--- src/rtl/twa_pkg.sv ---
`timescale 1ns / 1ps
// Shared types and codes for the thermostat with window alarm.
// Used by every module of the block; depends on nothing.

package twa_pkg;

    localparam int CFG_INDEX_W = 3;
    localparam int CMD_W       = 2;
    localparam int RESULT_W    = 11;
    localparam int OUT_DATA_W  = 16;

    // Configuration register indexes.
    localparam logic [CFG_INDEX_W-1:0] REG_CONTROL_ENABLE = 3'd0;
    localparam logic [CFG_INDEX_W-1:0] REG_TARGET_TEMP    = 3'd1;
    localparam logic [CFG_INDEX_W-1:0] REG_STABLE_LOW     = 3'd2;
    localparam logic [CFG_INDEX_W-1:0] REG_STABLE_HIGH    = 3'd3;
    localparam logic [CFG_INDEX_W-1:0] REG_RANGE_LOW      = 3'd4;
    localparam logic [CFG_INDEX_W-1:0] REG_RANGE_HIGH     = 3'd5;
    localparam logic [CFG_INDEX_W-1:0] REG_HEAT_TIMEOUT   = 3'd6;

    // Command codes carried in tuser.
    localparam logic [CMD_W-1:0] CMD_SAMPLE     = 2'd0;
    localparam logic [CMD_W-1:0] CMD_TICK       = 2'd1;
    localparam logic [CMD_W-1:0] CMD_CLEAR_REACH = 2'd2;

    // Reset values, in 1/16 degree units where they are temperatures.
    localparam int RST_TARGET_TEMP  = 592;
    localparam int RST_STABLE_LOW   = 560;
    localparam int RST_STABLE_HIGH  = 688;
    localparam int RST_RANGE_LOW    = 528;
    localparam int RST_RANGE_HIGH   = 688;
    localparam int RST_HEAT_TIMEOUT = 600000;
    localparam int RST_LAST_TEMP    = -16;

    // One result item; the last member sits in bit 0.
    typedef struct packed {
        logic cancel_tests_pulse;
        logic finalize_pulse;
        logic enable_ui_pulse;
        logic status_blink;
        logic ready_for_samples;
        logic in_range;
        logic is_stabilized;
        logic target_reached;
        logic timeout_error;
        logic alarm_active;
        logic heater_drive;
    } result_t;

endpackage

--- src/rtl/twa_cfg.sv ---
`timescale 1ns / 1ps
// Configuration registers of the thermostat with window alarm.
// Depends on twa_pkg for register indexes and reset values.

module twa_cfg
    import twa_pkg::*;
#(
    parameter int TEMP_WIDTH  = 12,
    parameter int TIMER_WIDTH = 24,
    parameter int DATA_W      = 24
)
(
    input  logic                          clk,
    input  logic                          rst_n,
    input  logic                          cfg_wr_en,
    input  logic [CFG_INDEX_W-1:0]        cfg_index,
    input  logic [DATA_W-1:0]             cfg_data,
    output logic                          control_enable,
    output logic signed [TEMP_WIDTH-1:0]  target_temp,
    output logic signed [TEMP_WIDTH-1:0]  stable_low,
    output logic signed [TEMP_WIDTH-1:0]  stable_high,
    output logic signed [TEMP_WIDTH-1:0]  range_low,
    output logic signed [TEMP_WIDTH-1:0]  range_high,
    output logic [TIMER_WIDTH-1:0]        heat_timeout,
    output logic                          heater_kill
);

    logic                         control_enable_reg;
    logic signed [TEMP_WIDTH-1:0] target_temp_reg;
    logic signed [TEMP_WIDTH-1:0] stable_low_reg;
    logic signed [TEMP_WIDTH-1:0] stable_high_reg;
    logic signed [TEMP_WIDTH-1:0] range_low_reg;
    logic signed [TEMP_WIDTH-1:0] range_high_reg;
    logic [TIMER_WIDTH-1:0]       heat_timeout_reg;

    always_ff @(posedge clk or negedge rst_n)
    begin
        if (!rst_n)
        begin
            control_enable_reg <= 1'b1;
            target_temp_reg    <= TEMP_WIDTH'(RST_TARGET_TEMP);
            stable_low_reg     <= TEMP_WIDTH'(RST_STABLE_LOW);
            stable_high_reg    <= TEMP_WIDTH'(RST_STABLE_HIGH);
            range_low_reg      <= TEMP_WIDTH'(RST_RANGE_LOW);
            range_high_reg     <= TEMP_WIDTH'(RST_RANGE_HIGH);
            heat_timeout_reg   <= TIMER_WIDTH'(RST_HEAT_TIMEOUT);
        end
        else if (cfg_wr_en)
        begin
            unique case (cfg_index)
                REG_CONTROL_ENABLE: control_enable_reg <= cfg_data[0];
                REG_TARGET_TEMP:    target_temp_reg    <= cfg_data[TEMP_WIDTH-1:0];
                REG_STABLE_LOW:     stable_low_reg     <= cfg_data[TEMP_WIDTH-1:0];
                REG_STABLE_HIGH:    stable_high_reg    <= cfg_data[TEMP_WIDTH-1:0];
                REG_RANGE_LOW:      range_low_reg      <= cfg_data[TEMP_WIDTH-1:0];
                REG_RANGE_HIGH:     range_high_reg     <= cfg_data[TEMP_WIDTH-1:0];
                REG_HEAT_TIMEOUT:   heat_timeout_reg   <= cfg_data[TIMER_WIDTH-1:0];
                default:            ;
            endcase
        end
    end

    // Disabling control turns the heater off and stops the timeout.
    assign heater_kill = cfg_wr_en && (cfg_index == REG_CONTROL_ENABLE) && !cfg_data[0];

    assign control_enable = control_enable_reg;
    assign target_temp    = target_temp_reg;
    assign stable_low     = stable_low_reg;
    assign stable_high    = stable_high_reg;
    assign range_low      = range_low_reg;
    assign range_high     = range_high_reg;
    assign heat_timeout   = heat_timeout_reg;

endmodule

--- src/rtl/twa_ctrl.sv ---
`timescale 1ns / 1ps
// Thermostat state, heating timeout and window comparators.
// Depends on twa_pkg; computes the next state and the result of one item.

module twa_ctrl
    import twa_pkg::*;
#(
    parameter int TEMP_WIDTH  = 12,
    parameter int TIMER_WIDTH = 24
)
(
    input  logic                          clk,
    input  logic                          rst_n,
    input  logic                          accept,
    input  logic [CMD_W-1:0]              command,
    input  logic signed [TEMP_WIDTH-1:0]  temperature,
    input  logic                          testing_active,
    input  logic                          control_enable,
    input  logic signed [TEMP_WIDTH-1:0]  target_temp,
    input  logic signed [TEMP_WIDTH-1:0]  stable_low,
    input  logic signed [TEMP_WIDTH-1:0]  stable_high,
    input  logic signed [TEMP_WIDTH-1:0]  range_low,
    input  logic signed [TEMP_WIDTH-1:0]  range_high,
    input  logic [TIMER_WIDTH-1:0]        heat_timeout,
    input  logic                          heater_kill,
    output result_t                       result
);

    logic signed [TEMP_WIDTH-1:0] last_temp_reg, last_temp_next;
    logic                         heater_reg, heater_next;
    logic                         running_reg, running_next;
    logic [TIMER_WIDTH-1:0]       count_reg, count_next;
    logic                         reached_reg, reached_next;
    logic                         pending_reg, pending_next;
    logic                         cancelled_reg, cancelled_next;
    logic                         alarm_reg, alarm_next;
    logic                         timeout_reg, timeout_next;
    logic                         blink_reg, blink_next;
    logic                         ui_pulse, fin_pulse, cancel_pulse;
    logic                         stab, inr;

    // In a sample the new last temperature is the sample, so one pair of
    // window comparators serves both the state update and the result.
    always_comb
    begin
        last_temp_next = last_temp_reg;
        if (command == CMD_SAMPLE)
        begin
            last_temp_next = temperature;
        end
        stab = (last_temp_next >= stable_low) && (last_temp_next <= stable_high);
        inr  = (last_temp_next >= range_low) && (last_temp_next <= range_high);
    end

    always_comb
    begin
        heater_next    = heater_reg;
        running_next   = running_reg;
        count_next     = count_reg;
        reached_next   = reached_reg;
        pending_next   = pending_reg;
        cancelled_next = cancelled_reg;
        alarm_next     = alarm_reg;
        timeout_next   = timeout_reg;
        blink_next     = blink_reg;
        ui_pulse       = 1'b0;
        fin_pulse      = 1'b0;
        cancel_pulse   = 1'b0;

        unique case (command)
            CMD_SAMPLE:
            begin
                if (temperature >= target_temp)
                begin
                    reached_next = 1'b1;
                end
                if (control_enable)
                begin
                    if (temperature < target_temp)
                    begin
                        heater_next = 1'b1;
                        if (!running_reg)
                        begin
                            running_next = 1'b1;
                            count_next   = heat_timeout;
                        end
                    end
                    else
                    begin
                        heater_next  = 1'b0;
                        running_next = 1'b0;
                    end
                end
                if (stab)
                begin
                    if (pending_reg)
                    begin
                        ui_pulse     = 1'b1;
                        pending_next = 1'b0;
                        fin_pulse    = !testing_active;
                    end
                    alarm_next = 1'b0;
                    blink_next = 1'b0;
                end
                else if (inr)
                begin
                    alarm_next     = 1'b0;
                    cancelled_next = 1'b0;
                    blink_next     = 1'b0;
                end
                else
                begin
                    blink_next = 1'b1;
                    if (!cancelled_reg && testing_active)
                    begin
                        cancelled_next = 1'b1;
                        cancel_pulse   = 1'b1;
                    end
                    if ((temperature > range_high) ||
                        (!pending_reg && (temperature < range_low)))
                    begin
                        alarm_next = 1'b1;
                    end
                end
            end
            CMD_TICK:
            begin
                if (running_reg)
                begin
                    // A count of zero or one expires on this tick.
                    if (count_reg <= TIMER_WIDTH'(1))
                    begin
                        count_next   = '0;
                        timeout_next = 1'b1;
                        heater_next  = 1'b0;
                        running_next = 1'b0;
                        alarm_next   = 1'b1;
                    end
                    else
                    begin
                        count_next = count_reg - TIMER_WIDTH'(1);
                    end
                end
            end
            CMD_CLEAR_REACH:
            begin
                reached_next = 1'b0;
            end
            default:
            begin
            end
        endcase
    end

    always_ff @(posedge clk or negedge rst_n)
    begin
        if (!rst_n)
        begin
            last_temp_reg <= TEMP_WIDTH'(RST_LAST_TEMP);
            heater_reg    <= 1'b0;
            running_reg   <= 1'b0;
            count_reg     <= '0;
            reached_reg   <= 1'b0;
            pending_reg   <= 1'b1;
            cancelled_reg <= 1'b0;
            alarm_reg     <= 1'b0;
            timeout_reg   <= 1'b0;
            blink_reg     <= 1'b0;
        end
        else if (accept)
        begin
            last_temp_reg <= last_temp_next;
            heater_reg    <= heater_next;
            running_reg   <= running_next;
            count_reg     <= count_next;
            reached_reg   <= reached_next;
            pending_reg   <= pending_next;
            cancelled_reg <= cancelled_next;
            alarm_reg     <= alarm_next;
            timeout_reg   <= timeout_next;
            blink_reg     <= blink_next;
        end
        else if (heater_kill)
        begin
            heater_reg  <= 1'b0;
            running_reg <= 1'b0;
        end
    end

    always_comb
    begin
        result.heater_drive       = heater_next;
        result.alarm_active       = alarm_next;
        result.timeout_error      = timeout_next;
        result.target_reached     = reached_next;
        result.is_stabilized      = stab;
        result.in_range           = inr;
        result.ready_for_samples  = reached_next && inr;
        result.status_blink       = blink_next;
        result.enable_ui_pulse    = ui_pulse;
        result.finalize_pulse     = fin_pulse;
        result.cancel_tests_pulse = cancel_pulse;
    end

endmodule

--- src/rtl/twa_out.sv ---
`timescale 1ns / 1ps
// Result register of the thermostat with window alarm.
// Depends on twa_pkg for the result type; holds one result until transfer.

module twa_out
    import twa_pkg::*;
(
    input  logic    clk,
    input  logic    rst_n,
    input  logic    load,
    input  result_t result_in,
    input  logic    out_ready,
    output logic    space,
    output logic    out_valid,
    output result_t result_out
);

    logic    valid_reg;
    result_t result_reg;

    // A new result may enter while the held one leaves in the same cycle.
    assign space = !valid_reg || out_ready;

    always_ff @(posedge clk or negedge rst_n)
    begin
        if (!rst_n)
        begin
            valid_reg <= 1'b0;
        end
        else if (space)
        begin
            valid_reg <= load;
        end
    end

    always_ff @(posedge clk)
    begin
        if (load)
        begin
            result_reg <= result_in;
        end
    end

    assign out_valid  = valid_reg;
    assign result_out = result_reg;

endmodule

--- src/rtl/thermostat_with_window_alarm.sv ---
`timescale 1ns / 1ps
// On/off heater thermostat with heating timeout and window alarms.
// Depends on twa_pkg, twa_cfg, twa_ctrl and twa_out.
//
// Use: each transfer on the slave stream is one command, chosen by s_axis_tuser:
// a temperature sample, a timer tick or a clear of the reached-target latch.
// Each command gives exactly one status item on the master stream.
// The configuration port writes one register per cycle in which cfg_wr_en is
// high; write it only while no status item is outstanding.
// Latency: the status item is valid the cycle after the command transfer.
// Throughput: one command per clock unless the receiver stalls; state update and
// window comparators settle between the command transfer and the status register.
// Reset clears the state, loads the default setpoints and windows, and empties
// the status register. When the receiver stalls, the one held status item stays
// put and s_axis_tready falls until it is taken; a new command is taken in the
// same cycle in which the held item transfers.

module thermostat_with_window_alarm
    import twa_pkg::*;
#(
    parameter int TEMP_WIDTH  = 12,
    parameter int TIMER_WIDTH = 24
)
(
    input  logic                                  clk,
    input  logic                                  rst_n,
    // Slave stream, tuser: command[1:0].
    input  logic                                  s_axis_tvalid,
    output logic                                  s_axis_tready,
    // tdata: temperature[TEMP_WIDTH-1:0], testing_active, zero fill.
    input  logic [((TEMP_WIDTH + 1 + 7) / 8) * 8 - 1:0] s_axis_tdata,
    input  logic [CMD_W-1:0]                      s_axis_tuser,
    // Master stream, tdata: heater_drive, alarm_active, timeout_error,
    // target_reached, is_stabilized, in_range, ready_for_samples,
    // status_blink, enable_ui_pulse, finalize_pulse, cancel_tests_pulse, zero fill.
    output logic                                  m_axis_tvalid,
    input  logic                                  m_axis_tready,
    output logic [OUT_DATA_W-1:0]                 m_axis_tdata,
    // Configuration write port.
    input  logic                                  cfg_wr_en,
    input  logic [CFG_INDEX_W-1:0]                cfg_index,
    input  logic [((TIMER_WIDTH > TEMP_WIDTH) ? TIMER_WIDTH : TEMP_WIDTH)-1:0] cfg_data
);

    localparam int DATA_W = (TIMER_WIDTH > TEMP_WIDTH) ? TIMER_WIDTH : TEMP_WIDTH;

    logic                         control_enable;
    logic signed [TEMP_WIDTH-1:0] target_temp;
    logic signed [TEMP_WIDTH-1:0] stable_low;
    logic signed [TEMP_WIDTH-1:0] stable_high;
    logic signed [TEMP_WIDTH-1:0] range_low;
    logic signed [TEMP_WIDTH-1:0] range_high;
    logic [TIMER_WIDTH-1:0]       heat_timeout;
    logic                         heater_kill;
    logic                         space;
    logic                         accept;
    result_t                      result_next;
    result_t                      result_held;

    assign s_axis_tready = space;
    assign accept        = s_axis_tvalid && space;

    twa_cfg #(
        .TEMP_WIDTH  (TEMP_WIDTH),
        .TIMER_WIDTH (TIMER_WIDTH),
        .DATA_W      (DATA_W)
    ) u_cfg (
        .clk            (clk),
        .rst_n          (rst_n),
        .cfg_wr_en      (cfg_wr_en),
        .cfg_index      (cfg_index),
        .cfg_data       (cfg_data),
        .control_enable (control_enable),
        .target_temp    (target_temp),
        .stable_low     (stable_low),
        .stable_high    (stable_high),
        .range_low      (range_low),
        .range_high     (range_high),
        .heat_timeout   (heat_timeout),
        .heater_kill    (heater_kill)
    );

    twa_ctrl #(
        .TEMP_WIDTH  (TEMP_WIDTH),
        .TIMER_WIDTH (TIMER_WIDTH)
    ) u_ctrl (
        .clk            (clk),
        .rst_n          (rst_n),
        .accept         (accept),
        .command        (s_axis_tuser),
        .temperature    (s_axis_tdata[TEMP_WIDTH-1:0]),
        .testing_active (s_axis_tdata[TEMP_WIDTH]),
        .control_enable (control_enable),
        .target_temp    (target_temp),
        .stable_low     (stable_low),
        .stable_high    (stable_high),
        .range_low      (range_low),
        .range_high     (range_high),
        .heat_timeout   (heat_timeout),
        .heater_kill    (heater_kill),
        .result         (result_next)
    );

    twa_out u_out (
        .clk        (clk),
        .rst_n      (rst_n),
        .load       (accept),
        .result_in  (result_next),
        .out_ready  (m_axis_tready),
        .space      (space),
        .out_valid  (m_axis_tvalid),
        .result_out (result_held)
    );

    assign m_axis_tdata = {(OUT_DATA_W - RESULT_W)'(0), result_held};

endmodule

--- config.mk ---
export PLATFORM = sky130hd
export DESIGN_NAME = thermostat_with_window_alarm
export DESIGN_NICKNAME = d
export VERILOG_FILES = /design/src/rtl/twa_pkg.sv /design/src/rtl/twa_cfg.sv /design/src/rtl/twa_ctrl.sv /design/src/rtl/twa_out.sv /design/src/rtl/thermostat_with_window_alarm.sv
export SDC_FILE = /design/constraint.sdc
export NUM_CORES = 1
export LEC_CHECK = 0
export ABC_CLOCK_PERIOD_IN_PS = 5600
export BUFFER_PORTS_ARGS = -buffer_cell sky130_fd_sc_hd__buf_2
export CAP_MARGIN = 20
export CORE_ASPECT_RATIO = 1.75
export CORE_UTILIZATION = 45
export DETAILED_ROUTE_END_ITERATION = 8
export PLACE_DENSITY = 0.73
export REMOVE_ABC_BUFFERS = 1
export SYNTH_ARGS = -nofsm -noshare
export SYNTH_HDL_FRONTEND = slang
export SYNTH_SLANG_ARGS = --single-unit
--- constraint.sdc ---
create_clock -name clk -period 5.6 [get_ports clk]
set_clock_uncertainty 0.05 [all_clocks]
set_input_delay 0.28 -clock clk [delete_from_list [all_inputs] [get_ports clk]]
set_output_delay 0.28 -clock clk [all_outputs]
set_load 0.01 [all_outputs]
==> run_results.csv <==
group,metric,value,unit
run_status,status,"complete, no violations",
clock_tree,clk_latency,0.43,ns
route,wirelength,20.76,mm
sta,fin_setup_tns,0,ns
critical_path,critPathSlowestCell,"a311oi_1",
sta,finalCritPeriodShare,64.22,%
power_and_ir_drop,ir_drop,0.2313,mV
route,drtIter0Drc,251,
min_path,min_delay_path_depth,2,
floorplanning,rows,66,
sta,slew_headroom,27.69,%
critical_path,crit_family,"compound AO/OA/AOI/OAI gates",
synth,syn_inst,841,
floorplanning,initial_core_util,45.91,%
synth,synth_async_sr_flop_share,92.20,%
power_and_ir_drop,p_sw,0.001126,W
grt,grt_pass1_wl,33.51,mm
route,drc,0,
power_and_ir_drop,p_leak,4.274,nW
route,drt_first_pass_iters,5,
grt,grt_max_degree,77,
route,ant_nets,0,
power_and_ir_drop,pwr-share-seq,40.5,%
critical_path,critPathKind,"input port to flop",
sta,hold_violations,0,
placement,portBuffers,59,
route,wire_per_inst,18.05,µm
critical_path,crit_path_start_kind,"input port",
clock_tree,clkSinkCount,141,
power_and_ir_drop,power.density,362.8,mW/mm²
power_and_ir_drop,p_int,0.002377,W
grt,track_usage,22.46,%
clock_tree,clk_pin_slew,0.06,ns
route,dr_total_vias,6651,
floorplanning,die_h,184.1,µm
floorplanning,die_w,106.1,µm
critical_path,path_buf_inv,1,
grt,gr-total-overflow,0,
synth,synthFlopType,"dfrtp_1",
critical_path,cp_cell_sequence,"buf_2 -> nor2_1 -> mux2_2 -> ha_1 -> nand4_1 -> a2111oi_0 -> nor3_1 -> a311oi_1 -> nor2_1 -> a21oi_1 -> a21oi_1",
clock_tree,cts.path.max_buffers,2,
clock_tree,root_buffer,"clkbuf_16",
sta,clock.fmax,278.1,MHz
power_and_ir_drop,p_sw_share,32.13,%
floorplanning,core,0.01858,mm²
flow_run,drv_cap,0,
sta,finalCriticalPeriod,3.596,ns
clock_tree,ctsResizeCount,0,
synth,netlist_area,0.008531,mm²
route,via_per_inst,5.783,
min_path,hold_class,"input port to flop",
placement,dp_hpwl,15.31,mm
finish,nets,1031,
critical_path,required,5.73,ns
critical_path,end_kind,"flop",
synth,postSynthAreaPerCell,10.14,µm²
grt,grt_antenna_before_repair,3,
critical_path,cp_max_fo,14,
power_and_ir_drop,p_comb_share,28.1,%
floorplanning,fp.dieArea,0.01953,mm²
finish,layout_commonest_cell,"dfrtp_1",
clock_tree,cts_tree,"built",
grt,first_global_vias,6789,
placement,gp_congestion,0.9567,
finish,areaGrowthSynthToFinish,13.20,%
synth,synth_warnings,0,
power_and_ir_drop,p_clk_share,31.4,%
finish,layout_common_cells,"dfrtp_1 (96), inv_1 (88), ha_1 (85)",
critical_path,cp.depth,11,
synth,yosysUniqueCellTypes,64,
sta,setup_viol,0,
synth,synth-seq-cells,141,
clock_tree,cts_buffers,17,
critical_path,cp_data_arrival_time,3.72,ns
finish,drive_gt1_share,24.09,%
synth,synth_edf_count,11,
sta,slew_violations,0,
critical_path,slowest_delay,0.84,ns
sta,tightest_slew,1.077,ns
finish,final_core_util,51.97,%
floorplanning,pin_count,68,
clock_tree,htree_num_levels,4,
sta,grt_setup_unrepaired,"no",
critical_path,rr_worst_depth,11,
synth,yosysSeqAreaShare,42.51,%
-- per-stage QoR --
step	setup WS (ns)	power, W	instances	hold slack (ns)	instance area (µm²)
4_1_cts	2.044	0.003533	1147	0.01753	9649
6_report	2.004	0.003503	1150	0.02915	9657
3_5_place_dp	1.627	0.002413	1113	0.3043	9061
3_3_place_gp	1.658	0.002371	1112	0.2985	9050
5_1_grt	1.871	0.003731	1150	0.01892	9657
2_1_floorplan	2.530	0.002088	806	-0.06559	8368
-- worst register-to-register path, stage by stage, from the launching register on --
cell and delay (ns):
dfstp_2 0.51, inv_1 0.05, ha_1 0.17, a21o_1 0.15
a21o_1 0.18, a21oi_1 0.22, o21ai_0 0.14, nor3b_1 0.48
o211a_1 0.23, buf_4 0.29, o21a_1 0.75, o211ai_1 0.18
-- synthesized netlist by cell type (all sizes together), types with 6 or more instances --
master	instances	area, µm²
dfrtp	96	2402
inv	88	330.3
ha	85	1064
mux2	74	833.3
nand2	71	274.0
o211ai	56	420.4
o21ai	55	275.3
dfstp	34	893.4
a21oi	31	155.2
clkbuf	27	101.4
nor2	27	103.9
nand3	16	80.08
nand4	16	100.1
buf	12	76.33
edfxtp	11	330.3
a21o	10	75.07
nand2b	10	62.56
nor3	10	55.05
nor2b	9	56.30
nor3b	9	67.56
o41ai	9	78.83
or3	7	53.80
o311ai	6	52.55
-- kinds of logic after synthesis --
kind of cell	after synthesis	share of synthesized area [%]
fa+ha+maj	85	12.47
other cells	1	0.04396
buf+inv	128	5.999
compound gates	210	16.53
simple gates	199	12.33
flops	141	42.51
mux	77	10.12
-- power groups by stage --
stage                     registers, W  logic [W]  clock network [W]
final                          0.00142   0.000985            0.00110
after global placement         0.00142   0.000948                  0
after global routing           0.00145    0.00112            0.00117
after CTS                      0.00142   0.000994            0.00112
after detailed placement       0.00143   0.000981                  0
after floorplan                0.00140   0.000689                  0
-- repair_timing --
action | CTS | global route
hold buffers | 2 | 0
buffers inserted | 0 | 0
endpoints found under the hold margin | 52 | 0
-- layout make-up --
| class | count | area (µm²) |
|---|---|---|
| flip-flops and latches | 141 | 3626 |
| well taps | 238 | 297.8 |
| multi-input cells | 576 | 4423 |
| diodes | 3 | 7.507 |
| fillers | 1708 | 8924 |
| clock inverters | 12 | 121.4 |
| clock buffers | 20 | 446.7 |
| inverters | 89 | 334.1 |
| repair buffers | 71 | 400.4 |
-- worst paths after layout --
path	startpoint	end	slack, ns
max	s_axis_tuser[0]	u_out.result_out[1]	2.00
min	cfg_data[17]	u_cfg.heat_timeout[17]	0.03
max reg2reg	u_cfg.target_temp[4]	u_ctrl.count_reg[7]	2.04
min reg2reg	u_ctrl.blink_reg	u_ctrl.blink_reg	0.43
max in group asynchronous	rst_n	u_ctrl.cancelled_reg	3.88
min in group asynchronous	rst_n	u_cfg.range_high[6]	0.40
-- routing by layer --
| layer | vias to the layer above | global-route usage, % | share of wire, % |
|---|---|---|---|
| met5 | - | 0 | 0 |
| met4 | 0 | 13.78 | 4.8 |
| met3 | 50 | 3.854 | 2.4 |
| met2 | 128 | 41.80 | 56 |
| met1 | 3295 | 23.09 | 37 |
| li1 | 3178 | - | - |
Power figures use the tool's default switching activity.
